## src/psat_pkg.sv

```systemverilog
// shared types, constants and codes of the per-thread socket admission table
// no dependencies; every other file of the block imports this package

package psat_pkg;

   localparam int TABLE_ENTRIES = 16;
   localparam int IDX_W = (TABLE_ENTRIES > 1) ? $clog2(TABLE_ENTRIES) : 1;

   localparam int MODE_W   = 3;
   localparam int THREAD_W = 22;
   localparam int ACTIVE_W = 16;
   localparam int COUNT_W  = 32;
   localparam int LIMIT_W  = 16;
   localparam int STATUS_W = 2;
   localparam int CSR_IDX_W  = 2;
   localparam int CSR_DATA_W = 16;

   localparam logic [MODE_W-1:0] MODE_CHECK   = 3'd0;
   localparam logic [MODE_W-1:0] MODE_REG     = 3'd1;
   localparam logic [MODE_W-1:0] MODE_UNREG   = 3'd2;
   localparam logic [MODE_W-1:0] MODE_TRAFFIC = 3'd3;

   localparam logic [STATUS_W-1:0] STATUS_OK        = 2'd0;
   localparam logic [STATUS_W-1:0] STATUS_FULL      = 2'd1;
   localparam logic [STATUS_W-1:0] STATUS_NOT_FOUND = 2'd2;
   localparam logic [STATUS_W-1:0] STATUS_NONE_OPEN = 2'd3;

   localparam logic [CSR_IDX_W-1:0] CSR_SOCKET_LIMIT  = 2'd0;
   localparam logic [CSR_IDX_W-1:0] CSR_PENDING_LIMIT = 2'd1;
   localparam logic [CSR_IDX_W-1:0] CSR_ENFORCE       = 2'd2;

   localparam logic [LIMIT_W-1:0] SOCKET_LIMIT_RESET  = 16'd10;
   localparam logic [LIMIT_W-1:0] PENDING_LIMIT_RESET = 16'd5;

   typedef struct packed {
      logic [MODE_W-1:0]   mode;
      logic [THREAD_W-1:0] thread_id;
      logic [COUNT_W-1:0]  bytes_out;
      logic [COUNT_W-1:0]  bytes_in;
      logic [COUNT_W-1:0]  time_now;
   } req_type;

   typedef struct packed {
      logic                admitted;
      logic [STATUS_W-1:0] status;
      logic [ACTIVE_W-1:0] active_now;
      logic [COUNT_W-1:0]  refusals;
      logic [COUNT_W-1:0]  sent_sum;
      logic [COUNT_W-1:0]  received_sum;
      logic [COUNT_W-1:0]  last_refusal_time;
   } rsp_type;

   typedef struct packed {
      logic [THREAD_W-1:0] thread;
      logic [ACTIVE_W-1:0] active;
      logic [COUNT_W-1:0]  sent;
      logic [COUNT_W-1:0]  received;
      logic [COUNT_W-1:0]  refusals;
      logic [COUNT_W-1:0]  refusal_time;
   } entry_type;

   typedef struct packed {
      logic load;
      logic step;
      logic commit;
   } cmd_type;

   typedef struct packed {
      logic match;
      logic last;
      logic out_busy;
   } stat_type;

   typedef enum logic [1:0] {
      ST_IDLE,
      ST_SCAN,
      ST_COMMIT
   } state_type;

endpackage

```

## src/psat_ctrl.sv

```systemverilog
// controller of the admission table: idle, table scan and commit sequencing
// depends on psat_pkg; drives commands into psat_dp and reads its status

module psat_ctrl
   import psat_pkg::*;
(
   input  logic     clock,
   input  logic     reset,
   input  logic     req_valid,
   output logic     req_ready,
   input  stat_type stat,
   output cmd_type  cmd
);

   state_type state_ff, state_in;

   always_ff @(posedge clock) begin
      if (reset) begin
         state_ff <= ST_IDLE;
      end else begin
         state_ff <= state_in;
      end
   end

   always_comb begin
      state_in = state_ff;
      unique case (state_ff)
         ST_IDLE: begin
            if (req_valid) state_in = ST_SCAN;
         end
         ST_SCAN: begin
            if (stat.match || stat.last) state_in = ST_COMMIT;
         end
         ST_COMMIT: begin
            if (!stat.out_busy) state_in = ST_IDLE;
         end
         default: state_in = ST_IDLE;
      endcase
   end

   always_comb begin
      req_ready  = 1'b0;
      cmd        = '0;
      unique case (state_ff)
         ST_IDLE: begin
            req_ready = 1'b1;
            cmd.load  = req_valid;
         end
         ST_SCAN: begin
            cmd.step = 1'b1;
         end
         ST_COMMIT: begin
            cmd.commit = !stat.out_busy;
         end
         default: begin
            req_ready = 1'b0;
         end
      endcase
   end

endmodule

```

## src/psat_dp.sv

```systemverilog
// datapath of the admission table: entry storage, scan registers, update and
// result register; depends on psat_pkg, sequenced by psat_ctrl

module psat_dp
   import psat_pkg::*;
(
   input  logic                  clock,
   input  logic                  reset,
   input  req_type               req_data,
   input  logic                  csr_we,
   input  logic [CSR_IDX_W-1:0]  csr_index,
   input  logic [CSR_DATA_W-1:0] csr_wdata,
   output logic                  rsp_valid,
   input  logic                  rsp_ready,
   output rsp_type               rsp_data,
   input  cmd_type               cmd,
   output stat_type              stat
);

   logic [LIMIT_W-1:0] socket_limit_ff;
   logic [LIMIT_W-1:0] pending_limit_ff;
   logic               enforce_ff;

   logic      valid_ff [TABLE_ENTRIES];
   entry_type entry_ff [TABLE_ENTRIES];

   req_type          req_ff;
   logic [IDX_W-1:0] scan_idx_ff;
   logic             hit_ff;
   logic [IDX_W-1:0] hit_idx_ff;
   entry_type        hit_entry_ff;
   logic             free_found_ff;
   logic [IDX_W-1:0] free_idx_ff;

   logic    rsp_valid_ff;
   rsp_type rsp_data_ff;

   logic      claim_mode;
   logic      claim;
   logic      use_slot;
   logic [IDX_W-1:0] slot_idx;
   entry_type cur;
   entry_type nxt;
   rsp_type   rsp_in;
   logic      scan_valid;

   always_ff @(posedge clock) begin
      if (reset) begin
         socket_limit_ff  <= SOCKET_LIMIT_RESET;
         pending_limit_ff <= PENDING_LIMIT_RESET;
         enforce_ff       <= 1'b1;
      end else if (csr_we) begin
         unique case (csr_index)
            CSR_SOCKET_LIMIT:  socket_limit_ff  <= csr_wdata;
            CSR_PENDING_LIMIT: pending_limit_ff <= csr_wdata;
            CSR_ENFORCE:       enforce_ff       <= csr_wdata[0];
            default: ;
         endcase
      end
   end

   // scan compare on the current index
   assign scan_valid = valid_ff[scan_idx_ff];
   assign stat.match = scan_valid && (entry_ff[scan_idx_ff].thread == req_ff.thread_id);
   assign stat.last  = (scan_idx_ff == IDX_W'(TABLE_ENTRIES - 1));
   assign stat.out_busy = rsp_valid_ff && !rsp_ready;

   always_ff @(posedge clock) begin
      if (cmd.load) begin
         req_ff <= req_data;
      end
      if (cmd.step && stat.match) begin
         hit_entry_ff <= entry_ff[scan_idx_ff];
         hit_idx_ff   <= scan_idx_ff;
      end
      if (cmd.step && !scan_valid && !free_found_ff) begin
         free_idx_ff <= scan_idx_ff;
      end
   end

   always_ff @(posedge clock) begin
      if (reset) begin
         scan_idx_ff   <= '0;
         hit_ff        <= 1'b0;
         free_found_ff <= 1'b0;
      end else if (cmd.load) begin
         scan_idx_ff   <= '0;
         hit_ff        <= 1'b0;
         free_found_ff <= 1'b0;
      end else if (cmd.step) begin
         if (!stat.last) scan_idx_ff <= scan_idx_ff + 1'b1;
         if (stat.match) hit_ff <= 1'b1;
         if (!scan_valid) free_found_ff <= 1'b1;
      end
   end

   // entry update for the request
   always_comb begin
      claim_mode = ((req_ff.mode == MODE_CHECK) && enforce_ff) ||
                   (req_ff.mode == MODE_REG) || (req_ff.mode == MODE_TRAFFIC);
      claim      = !hit_ff && claim_mode && free_found_ff;
      use_slot   = hit_ff || claim;
      slot_idx   = hit_ff ? hit_idx_ff : free_idx_ff;
      if (claim) begin
         cur        = '0;
         cur.thread = req_ff.thread_id;
      end else begin
         cur = hit_entry_ff;
      end
      nxt    = cur;
      rsp_in = '0;
      case (req_ff.mode)
         MODE_CHECK: begin
            if (!enforce_ff) begin
               rsp_in.admitted = 1'b1;
            end else if (!use_slot) begin
               rsp_in.admitted = 1'b1;
               rsp_in.status   = STATUS_FULL;
            end else if ((cur.active >= socket_limit_ff) || (pending_limit_ff == '0)) begin
               nxt.refusals     = cur.refusals + 1'b1;
               nxt.refusal_time = req_ff.time_now;
            end else begin
               rsp_in.admitted = 1'b1;
            end
         end
         MODE_REG: begin
            if (!use_slot) begin
               rsp_in.status = STATUS_FULL;
            end else if (cur.active != '1) begin
               nxt.active = cur.active + 1'b1;
            end
         end
         MODE_UNREG: begin
            if (!hit_ff) begin
               rsp_in.status = STATUS_NOT_FOUND;
            end else if (cur.active != '0) begin
               nxt.active = cur.active - 1'b1;
            end else begin
               rsp_in.status = STATUS_NONE_OPEN;
            end
         end
         MODE_TRAFFIC: begin
            if (!use_slot) begin
               rsp_in.status = STATUS_FULL;
            end else begin
               nxt.sent     = cur.sent + req_ff.bytes_out;
               nxt.received = cur.received + req_ff.bytes_in;
            end
         end
         default: begin
            if (!hit_ff) rsp_in.status = STATUS_NOT_FOUND;
         end
      endcase
      if (use_slot) begin
         rsp_in.active_now        = nxt.active;
         rsp_in.refusals          = nxt.refusals;
         rsp_in.sent_sum          = nxt.sent;
         rsp_in.received_sum      = nxt.received;
         rsp_in.last_refusal_time = nxt.refusal_time;
      end
   end

   always_ff @(posedge clock) begin
      if (cmd.commit && use_slot) begin
         entry_ff[slot_idx] <= nxt;
      end
   end

   always_ff @(posedge clock) begin
      if (reset) begin
         for (int i = 0; i < TABLE_ENTRIES; i++) begin
            valid_ff[i] <= 1'b0;
         end
      end else if (cmd.commit && use_slot) begin
         valid_ff[slot_idx] <= 1'b1;
      end
   end

   always_ff @(posedge clock) begin
      if (reset) begin
         rsp_valid_ff <= 1'b0;
      end else if (cmd.commit) begin
         rsp_valid_ff <= 1'b1;
      end else if (rsp_ready) begin
         rsp_valid_ff <= 1'b0;
      end
   end

   always_ff @(posedge clock) begin
      if (cmd.commit) begin
         rsp_data_ff <= rsp_in;
      end
   end

   assign rsp_valid = rsp_valid_ff;
   assign rsp_data  = rsp_data_ff;

endmodule

```

## src/per_thread_socket_admission_table.sv

```systemverilog
// top level of the per-thread socket admission table
// depends on psat_pkg, psat_ctrl and psat_dp
//
// usage:
//   req channel (req_valid/req_ready/req_data) carries one request word:
//   mode, thread id, byte counts and the current time. rsp channel
//   (rsp_valid/rsp_ready/rsp_data) returns one result word per request.
//   csr port writes socket_limit (0), pending_limit (1) and enforce_enable
//   (2) on any cycle with csr_we high; other indexes are dropped.
// timing:
//   a request is scanned against the 16 entries, one entry per cycle, and
//   the scan stops at the matching entry or at the last entry. the result
//   word is registered at commit. a request is accepted only in idle, so
//   the block takes no new request until the last one has been committed.
//   the entry scan goes through a single compare on the current index.
// reset: synchronous, marks all entries invalid and loads limits 10 and 5 with
//   enforcement on. no clearing pass is needed.
// stall: the result register holds while rsp_ready is low; the next
//   request is still accepted and scanned, and waits at commit until the
//   pending result is taken.

module per_thread_socket_admission_table
   import psat_pkg::*;
(
   input  logic                  clock,
   input  logic                  reset,
   input  logic                  req_valid,
   output logic                  req_ready,
   input  req_type               req_data,
   output logic                  rsp_valid,
   input  logic                  rsp_ready,
   output rsp_type               rsp_data,
   input  logic                  csr_we,
   input  logic [CSR_IDX_W-1:0]  csr_index,
   input  logic [CSR_DATA_W-1:0] csr_wdata
);

   cmd_type  cmd;
   stat_type stat;

   psat_ctrl u_ctrl (
      .clock     (clock),
      .reset     (reset),
      .req_valid (req_valid),
      .req_ready (req_ready),
      .stat      (stat),
      .cmd       (cmd)
   );

   psat_dp u_dp (
      .clock     (clock),
      .reset     (reset),
      .req_data  (req_data),
      .csr_we    (csr_we),
      .csr_index (csr_index),
      .csr_wdata (csr_wdata),
      .rsp_valid (rsp_valid),
      .rsp_ready (rsp_ready),
      .rsp_data  (rsp_data),
      .cmd       (cmd),
      .stat      (stat)
   );

endmodule

```

## config.mk

```make
export PLATFORM = sky130hd
export DESIGN_NAME = per_thread_socket_admission_table
export DESIGN_NICKNAME = d
export VERILOG_FILES = /design/src/psat_pkg.sv /design/src/psat_ctrl.sv /design/src/psat_dp.sv /design/src/per_thread_socket_admission_table.sv
export SDC_FILE = /design/constraint.sdc
export NUM_CORES = 2
export LEC_CHECK = 0
export ABC_AREA = 0
export BUFFER_PORTS_ARGS = -buffer_cell sky130_fd_sc_hd__buf_4
export CORE_MARGIN = 3
export CORE_UTILIZATION = 30
export DETAILED_ROUTE_END_ITERATION = 8
export HOLD_SLACK_MARGIN = 0.03
export PLACE_DENSITY = 0.5
export RECOVER_POWER = 50
export SETUP_SLACK_MARGIN = 0.02
export SLEW_MARGIN = 30
export SYNTH_ARGS = -nofsm -noshare
export SYNTH_HDL_FRONTEND = slang
export SYNTH_SLANG_ARGS = --single-unit
export TNS_END_PERCENT = 10
```

## constraint.sdc

```tcl
create_clock -name clock -period 15.1 [get_ports clock]
set_input_delay 1.51 -clock clock [delete_from_list [all_inputs] [get_ports clock]]
set_output_delay 1.51 -clock clock [all_outputs]
set_load 0.005 [all_outputs]
```

# Word-level counts from Yosys, hierarchy flattened
# Memories as Yosys holds them, arrays and structs flattened. A register that Yosys moved wholly into a read port is not among the register bits.
# Index checks and enable logic that the tools add are counted.
# word_totals
reg_bits	484
ramBits	2672
mem_count	2
# op_classes
addsub	6
magnitude_cmp	1
eq_ne	13
muxes	45
bitwise_logic	2
n_reduce_logical	35
# memory_table
memory	depth	width	rd	rd_ports_with_merged_regs	write_ports	line_no	text
u_dp.entry_ff	16	166	1	1	1	psat_dp.sv:25	entry_type entry_ff [TABLE_ENTRIES];
u_dp.valid_ff	16	1	1	1	16	psat_dp.sv:24	logic valid_ff [TABLE_ENTRIES];
# op_table
op	count
two-way mux 64 bit	6
two-way mux 166 bit	1
adder 32 bit	2
two-way mux 16 bit	4
adder 32 x 1 -> 32 bit, second input constant	1
one-hot mux 16 bit (2 select lines)	1
two-way mux 4 bit	6
== test 22 bit	1
two-way mux 1 bit	18
adder 16 x 1 -> 16 bit, second input constant	1
>= comparator 16 bit	1
zero test 16 bit	1
!= test 16 bit, second input constant	1
nonzero test 16 bit	1
subtractor 16 x 1 -> 16 bit, second input constant	1
two-way mux 2 bit	7
one-hot mux 2 bit (3 select lines)	2
AND reduction 2 bit	6
logical AND 1 bit	9
== test 3 x 2 -> 1 bit, second input constant	2
zero test 1 bit	5
logical OR 1 bit	5
adder 4 x 1 -> 4 bit, second input constant	1
== test 2 x 1 -> 1 bit, second input constant	2
12 further kinds	17

# Logic depth before layout (Yosys ltp)
# depth
word_depth	13
ltp_mapped	20

# Modules after synthesis
# From an unflattened synthesis, not the netlist that was laid out.
# hier_totals
cells_unflattened	6177
hier_area_um2	125300.2
# modules_own_cells
module	instances	cells_each	area_per_inst_um2
psat_dp	1	6165	125185.1
psat_ctrl	1	12	115.1

# Worst setup path after synthesis
# No wires, ideal clock.
# synth_timing
kind	in2reg
from	input port rsp_ready
to	memory u_dp.entry_ff[12][0] in the netlist's numbering (enable)
setup_time_ns	0.697
arrival_time_ns	9.050
setup_slack_ns	5.353
cell_stages	4
path_buffers	0
cell_sequence	nor2b_1 > nor3_1 > o21ai_0 > nor2_1
# synth_between
elab_chain_cells	7
# synth_lines
item	line_no	text
start: declaration	per_thread_socket_admission_table.sv:31	input logic rsp_ready,
zero test 1 bit	psat_dp.sv:66	assign stat.out_busy = rsp_valid_ff && !rsp_ready;
logical AND 1 bit	psat_dp.sv:66	
zero test 1 bit	n/a	
two-way mux 1 bit	psat_ctrl.sv:44	unique case (state_ff)
logical AND 1 bit	psat_dp.sv:164	if (cmd.commit && use_slot) begin
two-way mux 1 bit	psat_dp.sv:164	
two-way mux 1 bit (not written as such)	psat_dp.sv:165	entry_ff[slot_idx] <= nxt;
end: declaration	psat_dp.sv:25	
# No other way between the ends.

# Worst setup path in the final report
# layout_timing
from	register u_dp.hit_ff
to	memory u_dp.entry_ff[11][134] in the netlist's numbering (enable)
# layout_between
elab_chain_cells	7
elab_cells_between_ends	8
cone_classes	mux: 3; reduce/logical: 5
# layout_lines
item	line_no	text
start: declaration	psat_dp.sv:29	logic hit_ff;
start signal: assignment	psat_dp.sv:84	hit_ff <= 1'b0;
start signal: assignment	psat_dp.sv:88	hit_ff <= 1'b0;
start signal: assignment	psat_dp.sv:92	if (stat.match) hit_ff <= 1'b1;
zero test 1 bit	psat_dp.sv:101	claim = !hit_ff && claim_mode && free_found_ff;
logical AND 1 bit (2 in a row)	psat_dp.sv:101	
logical OR 1 bit	psat_dp.sv:102	use_slot = hit_ff || claim;
logical AND 1 bit	psat_dp.sv:164	
two-way mux 1 bit	psat_dp.sv:164	
two-way mux 1 bit (not written as such)	psat_dp.sv:165	
# Parallel ways exist; a longest one is shown, timed or not.

==> impl_metrics.toml <==
[worst_setup_path]
critPathKind = "flip-flop to flip-flop"
reg2reg_depth = 8
critPathLaunchType = "flip-flop"
timing.rr.start = "u_dp.hit_ff$_SDFFE_PP0P_"
r2r_end = "u_dp.entry_ff[11][134]$_DFFE_PP_"
arrival_ps = 10620
cp_max_fo = 44
endpoint_kind = "flip-flop"
rrSetupSlack_ps = 4830
cp.required_ps = 15450

[logic_synthesis]
yosysWarnings = 0
syn_area_um2 = 124300
ys_types = 82
netlist.area_leader.share_pct = 74.86
synth-seq-cells = 3160
netlist_instances = 6077
syn-num-nets = 6304
synth_edf_count = 3098
ys.flop_type = "edfxtp_1"
synthTopCellsByArea = "edfxtp_1, mux4_2, nand2_1"
seq_area_frac_synth_pct = 75.86
synth_top_area_cell = "edfxtp_1"
async_flop_share_pct = 0
syn_area_per_cell_um2 = 20.45

[timing]
rsz0062_at_grt = "false"
fin_setup_tns_ps = 0
max_freq_mhz = 97.41
layout_setup_ws_ps = 4834
tightest_slew_ps = 9021
skew_ps = 44.70
setup_viol = 0
fin_crit_sh_pct = 67.99
hold_viol = 0
drv_slew = 1949
slew_headroom_pct = -501.4
period_needed_ps = 10270

[cts]
cts_tree = "done"
cts_hold_buffers = 0
numClockSinks = 3160
cts_resized = 0
post_cts.repair.setup_buffers = 0
root_buffer = "clkbuf_16"
cts_buffers = 317
clockBufferDepth = 4
h-tree-depth = 5
path_clk_slew_ps = 60
clock_latency_ps = 880

[routing]
wl_mm = 343.5
drc_errors = 0
first_pass_iters = 6
viasPerCell = 5.007
ant_nets = 0
drtIter0Drc = 5604
avgRoutedWirePerCell_um = 28.01
num_vias = 61410

[finish]
final_cell_mix = "edfxtp_1, mux4_2, nand2_1"
drive_above_1_share_pct = 23.93
synthToLayoutAreaGrowth_pct = 15.55
nets = 6796
seqCellArea_um2 = 94280
layout_commonest_cell = "edfxtp_1"
fillers = 38353
multi_input_area_um2 = 28690

[pwr]
seq_power_share_pct = 53.0
p_sw_mw = 3.734
powerDensity_nw_per_um2 = 126.8
p_leak_nw = 44.50
swShare_pct = 20.50
pwr-share-comb_pct = 4.0
peakVddDrop_v = 0.00007359
p_int_mw = 14.48
total_power_mw = 18.21
clkPwrFrac_pct = 43.0

[die]
start_util_pct = 30.23
die_x_um = 649.6
rows = 235
fp.coreArea_um2 = 411100
ioPinCount = 293
dieArea_um2 = 422000
die_height_um = 649.6

[min_path]
whs_endpoint = "u_dp.pending_limit_ff[15]$_SDFFE_PP0P_"
hold_path_class = "flip-flop to flip-flop"
min_path_cells = 2
hold_path.startpoint = "u_dp.pending_limit_ff[15]$_SDFFE_PP0P_"

[run_status]
status = "finished with violations"
violations = "capacitance limit, slew limit"

[grt]
overflow = 0
antenna_found_initial = 16
grt_pass1_wl_mm = 489.1
grt_pass1_vias = 64686
grt_max_degree = 97
grt_usage_pct = 15.96

[placement]
place_ws_ps = 8198
dp.final_hpwl_mm = 184.4
gp_congestion = 0.7999
place.port_buffers = 292

[job]
drv_cap = 53
-- Yosys cell counts (11+ instances only) --
cell type,n
inv_1,81
mux2_2,12
mux4_2,784
and2_1,172
nor2_1,177
a211oi_1,35
nor3_1,35
buf_2,88
xor2_1,46
o21ai_0,105
nand4_1,28
mux2i_1,76
dfxtp_1,62
clkbuf_1,165
a21oi_1,144
a21o_1,23
ha_1,81
and3_1,30
edfxtp_1,3098
nand2b_1,11
nor2b_1,15
nor4_1,18
a22oi_1,12
nand3_1,77
nand2_1,399
a31oi_1,15
xnor2_1,77
buf_1,29
-- metrics by stage --
step | instance area [µm²] | utilization (%) | hold WS [ps] | std cells
final | 143600 | 34.93 | 458.8 | 12264
after global routing | 143600 | 34.93 | 481.5 | 12263
after CTS | 144200 | 35.08 | 459.0 | 12256
after detailed placement | 134000 | 32.61 | 452.2 | 11699
after global placement | 133700 | 32.54 | 441.8 | 11692
after floorplan | 124300 | - | 434.8 | 6077
-- logic make-up (layout without fill, tap and decap cells) --
kind of cell	after synthesis	in the layout	share of synthesized area [%]
DFF	3160	3160	75.86
and+or+nand+nor	1008	1008	3.862
muxes	874	874	14.97
AOI/OAI and AO/OA	450	450	2.298
buffers and inverters	378	1108	1.279
xor gates and xnor gates	124	124	0.8800
adders and majority gates	83	83	0.8478
other	0	6	0
-- registers in the layout, summed over array words and instances (netlist names), named ones only --
register and count:
u_ctrl.state_ff 2, u_dp.enforce_ff 1, u_dp.entry_ff 2656, u_dp.free_found_ff 1
u_dp.free_idx_ff 4, u_dp.hit_entry_ff 166, u_dp.hit_ff 1, u_dp.hit_idx_ff 4
u_dp.pending_limit_ff 16, u_dp.req_ff 121, u_dp.rsp_data 147, u_dp.rsp_valid 1
u_dp.scan_idx_ff 4, u_dp.socket_limit_ff 16, u_dp.valid_ff 16
-- final cells by class --
type	instances	area share (%)
timing repair buffer	468	2.292
clock buffer	386	5.904
antenna	6	0.01046
multi-input combinational	2539	19.98
clock inverter	171	1.186
sequential	3160	65.66
inverter	83	0.2222
tap	5451	4.750
-- power groups by stage --
stage	registers [mW]	clock network [mW]	logic, mW
after floorplan	9.81	0	0.516
after global placement	9.83	0	0.741
after detailed placement	9.83	0	0.750
after CTS	9.65	8.05	0.753
after global routing	9.64	8.38	0.800
final	9.65	7.83	0.734
-- per-layer routing --
metal  GRT usage, %  up-vias  routed length (µm)
met3          2.045      434               15080
met5              0        -                  10
met2          28.38     1669              177700
met1          20.60    33416              141800
li1               -    25889                   -
met4          3.998        2                8853
-- worst max path at each step --
stage / from / to / slack, ps
3_5_place_dp: flip-flop / u_dp.hit_entry_ff[102]$_DFFE_PP_ / 8200
3_3_place_gp: flip-flop / u_dp.hit_entry_ff[103]$_DFFE_PP_ / 8220
2_1_floorplan: rsp_ready / u_dp.entry_ff[12][0]$_DFFE_PP_ / 5350
6_report: u_dp.hit_ff$_SDFFE_PP0P_ / u_dp.entry_ff[11][134]$_DFFE_PP_ / 4830
4_1_cts: flip-flop / u_dp.hit_entry_ff[94]$_DFFE_PP_ / 8210
5_1_grt: u_dp.hit_ff$_SDFFE_PP0P_ / u_dp.entry_ff[11][134]$_DFFE_PP_ / 4210
-- critical path: stages, from the launching register on --
cell	delay (ps)
dfxtp_1	320
clkbuf_1	960
inv_1	1210
nor3b_1	460
a31oi_1	140
nor2_1	250
clkbuf_1	1450
clkbuf_1	1630
clkbuf_1	3230
Power figures use the tool's default switching activity.
